### config.mk
export PLATFORM = sky130hd
export DESIGN_NAME = versatile_interface_timers_shift_irq
export DESIGN_NICKNAME = d
export VERILOG_FILES = /design/src/design/via_pkg.sv /design/src/design/versatile_interface_timers_shift_irq.sv
export SDC_FILE = /design/constraint.sdc
export NUM_CORES = 1
export LEC_CHECK = 0
export BUFFER_PORTS_ARGS = -buffer_cell sky130_fd_sc_hd__buf_2
export CORE_ASPECT_RATIO = 1.25
export CORE_UTILIZATION = 65
export DETAILED_ROUTE_END_ITERATION = 10
export HOLD_SLACK_MARGIN = 0.1
export PLACE_DENSITY = 0.95
export SETUP_SLACK_MARGIN = 0.05
export SLEW_MARGIN = 20
export SYNTH_ARGS = -nofsm -noshare
export SYNTH_HDL_FRONTEND = slang
export SYNTH_SLANG_ARGS = --single-unit
### constraint.sdc
create_clock -name clk -period 2.97 [get_ports clk]
set_input_delay 0.1485 -clock clk [delete_from_list [all_inputs] [get_ports clk]]
set_output_delay 0.1485 -clock clk [all_outputs]
set_load 0.05 [all_outputs]
### src/design/via_pkg.sv
// via_pkg: shared codes and reset values for the versatile interface adapter
// no dependencies; used by versatile_interface_timers_shift_irq
package via_pkg;

	// request kinds
	localparam logic [1:0] OP_TICK  = 2'd0;
	localparam logic [1:0] OP_READ  = 2'd1;
	localparam logic [1:0] OP_WRITE = 2'd2;

	// register offsets
	localparam logic [3:0] REG_PB     = 4'd0;
	localparam logic [3:0] REG_PA     = 4'd1;
	localparam logic [3:0] REG_DDRB   = 4'd2;
	localparam logic [3:0] REG_DDRA   = 4'd3;
	localparam logic [3:0] REG_T1CL   = 4'd4;
	localparam logic [3:0] REG_T1CH   = 4'd5;
	localparam logic [3:0] REG_T1LL   = 4'd6;
	localparam logic [3:0] REG_T1LH   = 4'd7;
	localparam logic [3:0] REG_T2CL   = 4'd8;
	localparam logic [3:0] REG_T2CH   = 4'd9;
	localparam logic [3:0] REG_SR     = 4'd10;
	localparam logic [3:0] REG_ACR    = 4'd11;
	localparam logic [3:0] REG_PCR    = 4'd12;
	localparam logic [3:0] REG_IFR    = 4'd13;
	localparam logic [3:0] REG_IER    = 4'd14;
	localparam logic [3:0] REG_PA_NH  = 4'd15;

	// interrupt flag bits
	localparam int FLAG_CA2 = 0;
	localparam int FLAG_CA1 = 1;
	localparam int FLAG_SR  = 2;
	localparam int FLAG_CB2 = 3;
	localparam int FLAG_CB1 = 4;
	localparam int FLAG_T2  = 5;
	localparam int FLAG_T1  = 6;

	// shift modes, aux control bits 4..2
	localparam logic [2:0] SR_FREE_T2 = 3'b100;
	localparam logic [2:0] SR_OFF     = 3'b000;

	// shift clock source, aux control bits 3..2
	localparam logic [1:0] SR_CLK_T2  = 2'b01;
	localparam logic [1:0] SR_CLK_SYS = 2'b10;

	// pcr bits 3..1 that pull ca2 low
	localparam logic [2:0] CA2_LOW_OUT = 3'b110;

	localparam logic [15:0] TIMER_RESET = 16'hffff;
	localparam logic [7:0]  LATCH_RESET = 8'hff;
	localparam logic [3:0]  SHIFT_IN_COUNT  = 4'd8;
	localparam logic [3:0]  SHIFT_OUT_COUNT = 4'd9;
	localparam logic [3:0]  SHIFT_MAX_COUNT = 4'd9;

endpackage

### src/design/versatile_interface_timers_shift_irq.sv
// versatile_interface_timers_shift_irq: two ports, two timers, shift register, interrupts
// depends on via_pkg
//
// Each request (tick, register read or register write) is taken into an input register,
// worked through one pass of update logic and written with the new state into a result
// register. One request is accepted every clock cycle while the result register is empty
// or being taken, and its result is offered from the result register. While a result waits
// to be taken one more request can enter the input register, after which the input stalls
// until the result is taken. The result carries read data (zero for ticks and writes) and
// the port, irq, CA2 and CB2 levels after the request. Opcode 3 behaves as a tick.
module versatile_interface_timers_shift_irq (
	input  logic       clk,
	input  logic       arst_n,
	input  logic       in_valid,
	output logic       in_ready,
	input  logic [1:0] opcode,
	input  logic [3:0] reg_addr,
	input  logic [7:0] write_data,
	input  logic [7:0] port_a_pins,
	input  logic [7:0] port_b_pins,
	output logic       out_valid,
	input  logic       out_ready,
	output logic [7:0] read_data,
	output logic       irq,
	output logic [7:0] port_a_drive,
	output logic [7:0] port_a_dir,
	output logic [7:0] port_b_drive,
	output logic [7:0] port_b_dir,
	output logic       ca2_level,
	output logic       cb2_level
);

	// input stage
	logic       valid_s1;
	logic [1:0] opcode_s1;
	logic [3:0] reg_addr_s1;
	logic [7:0] write_data_s1;
	logic [7:0] pa_s1;
	logic [7:0] pb_s1;

	// architectural state
	logic [7:0]  dir_a_q, dir_b_q, out_a_q, out_b_q;
	logic [15:0] t1_count_q, t1_latch_q, t2_count_q;
	logic        t1_reload_q, t1_armed_q, t2_reload_q, t2_armed_q;
	logic [7:0]  t2_latch_low_q;
	logic [7:0]  sr_value_q;
	logic [3:0]  sr_left_q;
	logic        sr_start_q;
	logic [7:0]  acr_q, pcr_q;
	logic [6:0]  ifr_q, ier_q;
	logic        sr_phase_q, sr_out_q;

	// result register
	logic       valid_s2;
	logic [7:0] read_data_s2;
	logic       irq_s2;
	logic       ca2_s2;

	logic advance;
	logic step;

	assign advance  = !valid_s2 || out_ready;
	assign step     = valid_s1 && advance;
	assign in_ready = !valid_s1 || advance;

	// next state
	logic [7:0]  n_dir_a, n_dir_b, n_out_a, n_out_b;
	logic [15:0] n_t1_count, n_t1_latch, n_t2_count;
	logic        n_t1_reload, n_t1_armed, n_t2_reload, n_t2_armed;
	logic [7:0]  n_t2_latch_low;
	logic [7:0]  n_sr_value;
	logic [3:0]  n_sr_left;
	logic        n_sr_start;
	logic [7:0]  n_acr, n_pcr;
	logic [6:0]  n_ifr, n_ier;
	logic        n_sr_phase, n_sr_out;
	logic [7:0]  n_rd;
	logic [7:0]  pa_read, pb_read;
	logic        any_irq;

	assign pa_read = (pa_s1 & ~dir_a_q) | (out_a_q & dir_a_q);
	assign pb_read = (pb_s1 & ~dir_b_q) | (out_b_q & dir_b_q);
	assign any_irq = |(ifr_q & ier_q);

	always_comb begin
		logic [3:0] left_dec;
		n_dir_a        = dir_a_q;
		n_dir_b        = dir_b_q;
		n_out_a        = out_a_q;
		n_out_b        = out_b_q;
		n_t1_count     = t1_count_q;
		n_t1_latch     = t1_latch_q;
		n_t2_count     = t2_count_q;
		n_t1_reload    = t1_reload_q;
		n_t1_armed     = t1_armed_q;
		n_t2_reload    = t2_reload_q;
		n_t2_armed     = t2_armed_q;
		n_t2_latch_low = t2_latch_low_q;
		n_sr_value     = sr_value_q;
		n_sr_left      = sr_left_q;
		n_sr_start     = sr_start_q;
		n_acr          = acr_q;
		n_pcr          = pcr_q;
		n_ifr          = ifr_q;
		n_ier          = ier_q;
		n_sr_phase     = sr_phase_q;
		n_sr_out       = sr_out_q;
		n_rd           = 8'h00;
		left_dec       = sr_left_q - 4'd1;

		case (opcode_s1)
			via_pkg::OP_READ: begin
				unique case (reg_addr_s1)
					via_pkg::REG_PB: begin
						if ((pcr_q & 8'ha0) != 8'h20)
							n_ifr[via_pkg::FLAG_CB2] = 1'b0;
						n_ifr[via_pkg::FLAG_CB1] = 1'b0;
						n_rd = pb_read;
					end
					via_pkg::REG_PA: begin
						if ((pcr_q & 8'h0a) != 8'h02)
							n_ifr[via_pkg::FLAG_CA2] = 1'b0;
						n_ifr[via_pkg::FLAG_CA1] = 1'b0;
						n_rd = pa_read;
					end
					via_pkg::REG_DDRB: n_rd = dir_b_q;
					via_pkg::REG_DDRA: n_rd = dir_a_q;
					via_pkg::REG_T1CL: begin
						n_ifr[via_pkg::FLAG_T1] = 1'b0;
						n_rd = t1_count_q[7:0];
					end
					via_pkg::REG_T1CH: n_rd = t1_count_q[15:8];
					via_pkg::REG_T1LL: n_rd = t1_latch_q[7:0];
					via_pkg::REG_T1LH: n_rd = t1_latch_q[15:8];
					via_pkg::REG_T2CL: begin
						n_ifr[via_pkg::FLAG_T2] = 1'b0;
						n_rd = t2_count_q[7:0];
					end
					via_pkg::REG_T2CH: n_rd = t2_count_q[15:8];
					via_pkg::REG_SR: begin
						n_ifr[via_pkg::FLAG_SR] = 1'b0;
						if ((acr_q[4:2] != via_pkg::SR_OFF) && (sr_left_q == 4'd0))
							n_sr_start = 1'b1;
						n_rd = sr_value_q;
					end
					via_pkg::REG_ACR: n_rd = acr_q;
					via_pkg::REG_PCR: n_rd = pcr_q;
					via_pkg::REG_IFR: n_rd = {any_irq, ifr_q};
					via_pkg::REG_IER: n_rd = {1'b1, ier_q};
					default: n_rd = pa_read;
				endcase
			end
			via_pkg::OP_WRITE: begin
				unique case (reg_addr_s1)
					via_pkg::REG_PB: begin
						if ((pcr_q & 8'ha0) != 8'h20)
							n_ifr[via_pkg::FLAG_CB2] = 1'b0;
						n_ifr[via_pkg::FLAG_CB1] = 1'b0;
						n_out_b = write_data_s1;
					end
					via_pkg::REG_PA: begin
						if ((pcr_q & 8'h0a) != 8'h02)
							n_ifr[via_pkg::FLAG_CA2] = 1'b0;
						n_ifr[via_pkg::FLAG_CA1] = 1'b0;
						n_out_a = write_data_s1;
					end
					via_pkg::REG_DDRB: n_dir_b = write_data_s1;
					via_pkg::REG_DDRA: n_dir_a = write_data_s1;
					via_pkg::REG_T1CL, via_pkg::REG_T1LL: n_t1_latch[7:0] = write_data_s1;
					via_pkg::REG_T1CH: begin
						n_ifr[via_pkg::FLAG_T1] = 1'b0;
						n_t1_latch[15:8] = write_data_s1;
						n_t1_reload = 1'b1;
						n_t1_armed = 1'b1;
					end
					via_pkg::REG_T1LH: begin
						n_ifr[via_pkg::FLAG_T1] = 1'b0;
						n_t1_latch[15:8] = write_data_s1;
					end
					via_pkg::REG_T2CL: n_t2_latch_low = write_data_s1;
					via_pkg::REG_T2CH: begin
						n_ifr[via_pkg::FLAG_T2] = 1'b0;
						n_t2_count = {write_data_s1, t2_latch_low_q};
						if (!acr_q[5]) begin
							n_t2_armed = 1'b1;
							n_t2_count = {write_data_s1, t2_latch_low_q} + 16'd1;
						end
					end
					via_pkg::REG_SR: begin
						n_ifr[via_pkg::FLAG_SR] = 1'b0;
						if (acr_q[4:2] != via_pkg::SR_OFF)
							n_sr_start = 1'b1;
						n_sr_value = write_data_s1;
					end
					via_pkg::REG_ACR: begin
						if (write_data_s1[4:2] == via_pkg::SR_OFF) begin
							n_sr_left = 4'd0;
							n_sr_phase = 1'b1;
						end
						n_acr = write_data_s1;
					end
					via_pkg::REG_PCR: n_pcr = write_data_s1;
					via_pkg::REG_IFR: n_ifr = ifr_q & ~write_data_s1[6:0];
					via_pkg::REG_IER: begin
						if (write_data_s1[7])
							n_ier = ier_q | write_data_s1[6:0];
						else
							n_ier = ier_q & ~write_data_s1[6:0];
					end
					default: n_out_a = write_data_s1;
				endcase
			end
			default: begin
				// timer 1
				if (t1_reload_q) begin
					n_t1_count  = t1_latch_q;
					n_t1_reload = 1'b0;
				end else begin
					if (t1_count_q == 16'd0) begin
						n_t1_reload = 1'b1;
						if (t1_armed_q) begin
							n_ifr[via_pkg::FLAG_T1] = 1'b1;
							if (!acr_q[6])
								n_t1_armed = 1'b0;
						end
					end
					n_t1_count = t1_count_q - 16'd1;
				end

				// timer 2 and the shift clocks it drives
				if (t2_reload_q) begin
					n_t2_count[7:0] = t2_latch_low_q;
					if ((acr_q[4:2] == via_pkg::SR_FREE_T2) && (sr_left_q != 4'd0)) begin
						n_sr_phase = !sr_phase_q;
						if (!sr_phase_q) begin
							n_sr_value = {sr_value_q[6:0], sr_value_q[7]};
							n_sr_out   = sr_value_q[7];
						end
					end else if ((acr_q[3:2] == via_pkg::SR_CLK_T2) && (sr_left_q != 4'd0)) begin
						n_sr_phase = !sr_phase_q;
						if (!sr_phase_q) begin
							n_sr_value = {sr_value_q[6:0], acr_q[4] ? sr_value_q[7] : 1'b1};
							n_sr_out   = acr_q[4] ? sr_value_q[7] : 1'b1;
							n_sr_left  = left_dec;
							if (left_dec == 4'd0)
								n_ifr[via_pkg::FLAG_SR] = 1'b1;
						end
					end
					n_t2_reload = 1'b0;
				end else if (!acr_q[5]) begin
					if ((t2_count_q[7:0] == 8'd0) && ((acr_q & 8'h14) != 8'h00))
						n_t2_reload = 1'b1;
					if ((t2_count_q == 16'd0) && t2_armed_q) begin
						n_ifr[via_pkg::FLAG_T2] = 1'b1;
						n_t2_armed = 1'b0;
					end
					n_t2_count = t2_count_q - 16'd1;
				end

				// shift clocked by the system clock
				if ((sr_left_q != 4'd0) && (acr_q[3:2] == via_pkg::SR_CLK_SYS)) begin
					n_sr_phase = !sr_phase_q;
					if (!sr_phase_q) begin
						n_sr_value = {sr_value_q[6:0], acr_q[4] ? sr_value_q[7] : 1'b1};
						n_sr_out   = acr_q[4] ? sr_value_q[7] : 1'b1;
						n_sr_left  = left_dec;
						if (left_dec == 4'd0)
							n_ifr[via_pkg::FLAG_SR] = 1'b1;
					end
				end

				if (sr_start_q) begin
					n_sr_start = 1'b0;
					n_sr_left  = acr_q[4] ? via_pkg::SHIFT_OUT_COUNT : via_pkg::SHIFT_IN_COUNT;
				end
			end
		endcase
	end

	// input register
	always_ff @(posedge clk or negedge arst_n) begin
		if (!arst_n) begin
			valid_s1 <= 1'b0;
		end else if (in_ready) begin
			valid_s1 <= in_valid;
		end
	end

	always_ff @(posedge clk) begin
		if (in_ready && in_valid) begin
			opcode_s1     <= opcode;
			reg_addr_s1   <= reg_addr;
			write_data_s1 <= write_data;
			pa_s1         <= port_a_pins;
			pb_s1         <= port_b_pins;
		end
	end

	// state update
	always_ff @(posedge clk or negedge arst_n) begin
		if (!arst_n) begin
			dir_a_q        <= 8'h00;
			dir_b_q        <= 8'h00;
			out_a_q        <= 8'h00;
			out_b_q        <= 8'h00;
			t1_count_q     <= via_pkg::TIMER_RESET;
			t1_latch_q     <= via_pkg::TIMER_RESET;
			t2_count_q     <= via_pkg::TIMER_RESET;
			t1_reload_q    <= 1'b0;
			t1_armed_q     <= 1'b0;
			t2_reload_q    <= 1'b0;
			t2_armed_q     <= 1'b0;
			t2_latch_low_q <= via_pkg::LATCH_RESET;
			sr_value_q     <= 8'h00;
			sr_left_q      <= 4'd0;
			sr_start_q     <= 1'b0;
			acr_q          <= 8'h00;
			pcr_q          <= 8'h00;
			ifr_q          <= 7'h00;
			ier_q          <= 7'h00;
			sr_phase_q     <= 1'b1;
			sr_out_q       <= 1'b1;
		end else if (step) begin
			dir_a_q        <= n_dir_a;
			dir_b_q        <= n_dir_b;
			out_a_q        <= n_out_a;
			out_b_q        <= n_out_b;
			t1_count_q     <= n_t1_count;
			t1_latch_q     <= n_t1_latch;
			t2_count_q     <= n_t2_count;
			t1_reload_q    <= n_t1_reload;
			t1_armed_q     <= n_t1_armed;
			t2_reload_q    <= n_t2_reload;
			t2_armed_q     <= n_t2_armed;
			t2_latch_low_q <= n_t2_latch_low;
			sr_value_q     <= n_sr_value;
			sr_left_q      <= n_sr_left;
			sr_start_q     <= n_sr_start;
			acr_q          <= n_acr;
			pcr_q          <= n_pcr;
			ifr_q          <= n_ifr;
			ier_q          <= n_ier;
			sr_phase_q     <= n_sr_phase;
			sr_out_q       <= n_sr_out;
		end
	end

	// result register
	always_ff @(posedge clk or negedge arst_n) begin
		if (!arst_n) begin
			valid_s2 <= 1'b0;
		end else if (advance) begin
			valid_s2 <= valid_s1;
		end
	end

	always_ff @(posedge clk) begin
		if (step) begin
			read_data_s2 <= n_rd;
			irq_s2       <= |(n_ifr & n_ier);
			ca2_s2       <= n_pcr[3:1] != via_pkg::CA2_LOW_OUT;
		end
	end

	// port levels follow state, which only moves together with the result register
	assign out_valid    = valid_s2;
	assign read_data    = read_data_s2;
	assign irq          = irq_s2;
	assign port_a_drive = out_a_q;
	assign port_a_dir   = dir_a_q;
	assign port_b_drive = out_b_q;
	assign port_b_dir   = dir_b_q;
	assign ca2_level    = ca2_s2;
	assign cb2_level    = sr_out_q;

	a_sr_count_range: assert property (@(posedge clk) disable iff (!arst_n)
		sr_left_q <= via_pkg::SHIFT_MAX_COUNT)
		else $error("shift count out of range");

	a_t1_reload_once: assert property (@(posedge clk) disable iff (!arst_n)
		(step && t1_reload_q && opcode_s1 != via_pkg::OP_READ
			&& opcode_s1 != via_pkg::OP_WRITE) |=> !t1_reload_q)
		else $error("timer 1 reload held past its tick");

	a_rd_zero: assert property (@(posedge clk) disable iff (!arst_n)
		(step && opcode_s1 != via_pkg::OP_READ) |=> read_data == 8'h00)
		else $error("read data not zero on tick or write");

	a_ready_empty: assert property (@(posedge clk) disable iff (!arst_n)
		!valid_s2 |-> in_ready)
		else $error("input stalled with empty result register");

	a_irq_match: assert property (@(posedge clk) disable iff (!arst_n)
		step |=> irq == (|(ifr_q & ier_q)))
		else $error("irq out of step with flags");

endmodule
==> run summary, run 1 <==
Outcome - completed
LEAKAGE - 4.71 nW
I/O Buffers - 78
Internal reg-to-reg setup slack - 0.11 ns
Clock share of power - 27.4%
Global Route Usage Sum - 43.6%
Net Sw Frac - 38.8%
Via density - 7.04
Type of the most critical hold path - primary input to asynchronous set/reset pin
Syn Area/Cell - 9.93 sq um
Sequential area share after synthesis - 47.0%
Worst r2r path cells - 6
WL final - 33500 um
Top FF cell, synth - dfrtp_1
Fin Setup TNS - 0 ns
Worst vdd ir - 0.000535 V
Most frequent cells after synthesis - 110 x nand2_1, 91 x o21ai_0, 81 x dfrtp_1
Clock-pin transition on the worst setup and hold timing paths - 0.08 ns
Period minus WS final - 2.86 ns
Final Hold Fails - 0
Io pins - 79
Ant. Diodes - 0
CP max stage cell - a2111oi_0
Core box area - 15100 sq um
Starting Density - 67.1%
Largest net degree at the start of global routing - 78
Final Net Count - 1151
Wire per inst - 25.2 um
Worst Setup End Kind - register
PwrDens - 723 nW/um^2
CP required - 3.14 ns
Reg power frac - 45.3%
DR pass1 iterations - 7
P_int - 0.00514 W
Post-synth ARST share - 77.7%
Setup Skew - 0.0174 ns
Yosys top cell area share - 20.0%
Max Cap Viol - 0
Synth area leaders - dfrtp_1 20%, dfstp_2 15%, edfxtp_1 12%, mux2_2 8.1%, o21ai_0 4.5%
First-pass GRT wire length - 51800 um
1st-iter DRT viols - 1164
Psw - 0.00326 W
Share of layout cells above drive strength 1 - 26.8%
Post-Syn Area - 10100 sq um
Number of remaining DRC errors - 0
Root Buffer - clkbuf_16
# H-tree levels - 4
Setup violators final - 0
Final period util - 96.2%
Worst path max stage delay - 0.80 ns
Die extent in x - 114 um
Vias in the first global route - 9124
Crit path max fanout - 21
Via Count - 9369
TritonCTS clock tree - done
Antenna violations before repair - 1
Syn Inst Count - 1019
Dpl hpwl - 22500 um
Max Clk Rate - 0.350 GHz
Slew HR - 37.9%
Unrepaired setup endpoints after global routing - no
Die ar. - 16100 sq um
Worst Max-Slew Pin Slew - 0.908 ns
Post-synthesis register bit count - 179
Setup bufs post-CTS - 0
Worst path cell trace - nor2b_1, and2_1, a221oi_1, a31oi_1, a2111oi_0, nor3_1
Place WS - 0.343 ns
Final setup margin - 0.112 ns
Layout area overhead - 14.9%
Rows - 50
Top-count cell post-synth - nand2_1
Clock Tree Buf Depth - 2
Gate power share - 27.3%
Number of synthesized flops with an enable pin - 40
Chip height - 142 um
Worst Path Arrival - 3.03 ns
Worst-skew pair later-pin latency - 0.45 ns
CTS Buf Count - 17
Startpoint types - register
Fin. max-slew vios - 0
Distinct cells, synth - 84
GP Congestion - 1.05
Routed Antenna Nets - 0
Syn_nets - 1060
Synth warnings - 0
Kind of critical path - register to register
Grt ovf - 0
Top cell type by total area after synthesis - dfrtp_1
Clk sinks - 179
[power by group through the flow]
stage	clock [W]	sequential, W	combinational (W)
floorplan	0	0.00380	0.00141
global placement	0	0.00376	0.00211
detailed placement	0	0.00379	0.00218
CTS	0.00230	0.00376	0.00224
global route	0.00238	0.00384	0.00247
finish	0.00230	0.00381	0.00229
[layout by cell type (no fill, tap or decap), types with 8 or more instances in the layout]
master         count
dlygate4sd3_1     33
a22oi_1           29
o21ai_0           91
nand2_1          110
a31oi_1           20
a21oi_1           49
buf_4             29
xnor2_1           15
clkbuf_16         17
buf_2             77
nand2b_1          10
nor2_1            62
nor3_1            32
nor2b_1           11
nand3_1           26
mux2_2            73
o22ai_1            9
and3_1            10
mux2i_1           25
edfxtp_1          40
dfstp_2           58
dfrtp_1           81
o211ai_1           8
inv_1             27
[cell families after synthesis]
| logic type | share of synthesized area [%] |
|---|---|
| mux | 10.6 |
| xor+xnor | 1.82 |
| compound gates | 18.1 |
| fa+ha+maj | 0.865 |
| simple gates | 17.2 |
| flops | 47.0 |
| buf+inv | 4.43 |
[area by class of cell]
class,instances,area (sq um)
Multi-Input combinational cell,742,4920
Sequential cell,179,4750
Fill cell,956,3450
Timing Repair Buffer,142,985
Clock buffer,17,425
Tap cell,208,260
Clock inverter,15,184
Inverter,28,105
[sequential cells by signal, indices dropped and copies added, names as in the netlist, 2 cells and up]
register	flops
t1_count_q	16
t1_latch_q	16
t2_count_q	16
acr_q	8
pa_s1	8
pb_s1	8
pcr_q	8
port_a_dir	8
port_a_drive	8
port_b_dir	8
port_b_drive	8
read_data	8
sr_value_q	8
t2_latch_low_q	8
write_data_s1	8
ier_q	7
ifr_q	7
reg_addr_s1	4
sr_left_q	4
opcode_s1	2
[critical path, delay by kind of cell, from the launching register on]
kind	cells	cell delay (ns)
AOI/OAI and AO/OA	3	1.20
and+or+nand+nor	3	0.61
DFF	1	0.77
[final timing paths]
check | endpoint | start
hold / removal | valid_s1 | arst_n
setup / recovery | read_data[6] | reg_addr_s1[3]
hold reg to reg | acr_q[1] | acr_q[1]
setup reg to reg | read_data[6] | reg_addr_s1[3]
min in group clk | reg_addr_s1[0] | reg_addr[0]
max in group asynchronous | sr_phase_q | arst_n
[per-layer routing]
metal	part of all wire, %	up-vias	track usage, %
li1	-	3970	-
met1	35	4424	53.1
met2	46	739	68.0
met3	12	234	13.0
met4	7.4	2	27.4
met5	0.045	-	0
[repair_timing]
action                    in CTS  in global routing
resized for setup              0                  0
hold buffers                  33                  0
hold endpoints to repair      94                  0
[stage by stage]
stage	cells	hold slack, ns	power [W]	area (sq um)	util (%)
5_1_grt	1331	0.313	0.00870	11600	77.1
6_report	1331	0.254	0.00840	11600	77.1
3_3_place_gp	1266	0.163	0.00587	10700	70.9
2_1_floorplan	1019	-0.147	0.00521	10100	-
4_1_cts	1331	0.269	0.00830	11600	77.1
3_5_place_dp	1266	0.172	0.00598	10700	70.9
Note: power is estimated with default switching activity, not from simulation.
==> run 2, diff against run 1 <==
--- a/config.mk
+++ b/config.mk
@@ -11,8 +11,10 @@
 export DETAILED_ROUTE_END_ITERATION = 10
 export HOLD_SLACK_MARGIN = 0.1
 export PLACE_DENSITY = 0.95
+export RECOVER_POWER = 50
 export SETUP_SLACK_MARGIN = 0.05
 export SLEW_MARGIN = 20
 export SYNTH_ARGS = -nofsm -noshare
 export SYNTH_HDL_FRONTEND = slang
 export SYNTH_SLANG_ARGS = --single-unit
+export TNS_END_PERCENT = 100
==> run summary, run 2 (synthesized netlist as in run 1, its figures left out) <==
Routed Antenna Nets - 0 (unchanged)
WL met3 - 4010 um (was 4060 um)
Clk sinks - 179 (unchanged)
CTS Buf Count - 17 (unchanged)
First-pass GRT wire length - 51800 um (unchanged)
CP required - 3.14 ns (about the same)
DR pass1 iterations - 7 (unchanged)
Final Net Count - 1151 (unchanged)
I/O Buffers - 78 (unchanged)
Type of the most critical hold path - primary input to register (was primary input to asynchronous set/reset pin)
Core box area - 15100 sq um (unchanged)
Chip height - 142 um (unchanged)
Multi-input logic area - 4920 sq um (about the same)
PwrDens - 724 nW/um^2 (was 723 nW/um^2)
Worst Setup End Kind - register (unchanged)
Slew HR - -7.29% (was 37.9%)
Failing checks - max-capacitance violations, max-slew violations
Period minus WS final - 2.86 ns (about the same)
Total power - 0.00838 W (was 0.00840 W)
LEAKAGE - 4.59 nW (was 4.71 nW)
Rows - 50 (unchanged)
Io pins - 79 (unchanged)
Via Count - 9336 (was 9369)
Post-CTS sizing - 0 (unchanged)
GP Congestion - 1.05 (unchanged)
Starting Density - 67.1% (unchanged)
Fin Setup TNS - 0 ns (unchanged)
Max Clk Rate - 0.350 GHz (about the same)
Fin. max-slew vios - 63 (was 0)
Most frequent cells in the layout - 110 x nand2_1, 91 x o21ai_0, 81 x dfrtp_1 (unchanged)
Die ar. - 16100 sq um (unchanged)
Crit path max fanout - 21 (unchanged)
1st-iter DRT viols - 1109 (was 1164)
Startpoint types - register (unchanged)
Dpl hpwl - 22500 um (unchanged)
Unrepaired setup endpoints after global routing - no (unchanged)
Final period util - 96.3% (was 96.2%)
Global Route Usage Sum - 43.6% (unchanged)
Clock Tree Buf Depth - 2 (unchanged)
Setup bufs post-CTS - 0 (unchanged)
Share of layout cells above drive strength 1 - 23.8% (was 26.8%)
Largest net degree at the start of global routing - 78 (unchanged)
Grt ovf - 0 (unchanged)
Wire per inst - 25.1 um (was 25.2 um)
Fillcell total - 983 (was 956)
Final Hold Fails - 0 (unchanged)
# H-tree levels - 4 (unchanged)
FF+latch area - 4750 sq um (unchanged)
Via density - 7.01 (was 7.04)
Met2 WL post-DR - 15200 um (was 15300 um)
TritonCTS clock tree - done (unchanged)
Largest regs - t1_count_q: 16 flops, t1_latch_q: 16 flops, t2_count_q: 16 flops (unchanged)
Number of remaining DRC errors - 0 (unchanged)
R2R Path Start - reg_addr_s1[3] (unchanged)
Layout area overhead - 14.5% (was 14.9%)
Metal1 wirelength - 11700 um (about the same)
CTS Hold Bufs - 33 (unchanged)
Die extent in x - 114 um (unchanged)
Min-delay src - port_a_pins[0]
Max Cap Viol - 1 (was 0)
Clock-pin transition on the worst setup and hold timing paths - 0.09 ns (was 0.08 ns)
Worst Path Arrival - 3.03 ns (about the same)
Setup violators final - 0 (unchanged)
Worst Max-Slew Pin Slew - 1.61 ns (was 0.908 ns)
Top layer in use - met4 (was met5)
Outcome - finished, violations left (was completed)
Worst vdd ir - 0.000532 V (was 0.000535 V)
Kind of critical path - register to register (unchanged)
Worst-skew pair later-pin latency - 0.46 ns (was 0.45 ns)
Antenna violations before repair - 0 (was 1)
Most common cell after layout, fill and taps aside - nand2_1 (unchanged)
Worst Setup SP - reg_addr_s1[3] (unchanged)
WL final - 33400 um (was 33500 um)
Root Buffer - clkbuf_16 (unchanged)
Vias in the first global route - 9124 (unchanged)
Setup Skew - 0.0206 ns (was 0.0174 ns)
==> run 2: cell count changes in the layout (fill, tap and decap cells not counted), sizes merged <==
| cell | before | now |
|---|---|---|
| buf | 109 | 75 |
| clkbuf | 17 | 51 |
| diode | 0 | 1 |
==> run 2: layer usage <==
layer	vias to the layer above	global-route usage, %
li1	3968	-
met1	4416	53.1
met2	733	68.0
met3	219	13.0
met4	0	27.4
met5	-	0
==> run 2: path summary, 6_finish.rpt <==
path | end | cells past startpoint | slack (ns)
min in group asynchronous | valid_s1 | 2 | 0.65
hold / removal | pa_s1[0] | 2 | 0.41
setup / recovery | read_data[6] | 6 | 0.11
setup reg to reg | read_data[6] | 6 | 0.11
hold reg to reg | t1_count_q[0] | 2 | 0.51
max in group asynchronous | sr_phase_q | 3 | 1.16
==> run 2: worst max-delay path, stage by stage (launching register included) <==
cell       delay (ns)
edfxtp_1         0.79
nor2b_1          0.27
and2_1           0.25
a221oi_1         0.32
a31oi_1          0.07
a2111oi_0        0.80
nor3_1           0.09
==> run 2: metrics by stage <==
| stage | std cells | worst slack [ns] | instance area [sq um] | utilization (%) | hold slack (ns) |
|---|---|---|---|---|---|
| global route | 1331 | 0.0827 | 11600 | 76.8 | 0.406 |
| CTS | 1331 | 0.282 | 11600 | 77.1 | 0.269 |
| floorplan | 1019 | 0.724 | 10100 | - | -0.147 |
| finish | 1332 | 0.109 | 11600 | 76.8 | 0.405 |
| global placement | 1266 | 0.248 | 10700 | 70.9 | 0.163 |
| detailed placement | 1266 | 0.343 | 10700 | 70.9 | 0.172 |
==> run 2: area by class of cell <==
cell class              count  share of cell area, %
multi-input cells         742                   42.4
well taps                 208                   2.25
clock inverters            15                   1.59
clock buffers              17                   3.67
inverters                  28                  0.907
repair buffers            142                   8.09
diodes                      1                 0.0216
flip-flops and latches    179                   41.0
==> run 2: report_power, final <==
group          total [W]  internal (W)  switching [W]
logic            0.00227      0.000855        0.00141
clock network    0.00230       0.00115        0.00116
registers        0.00381       0.00312       0.000687
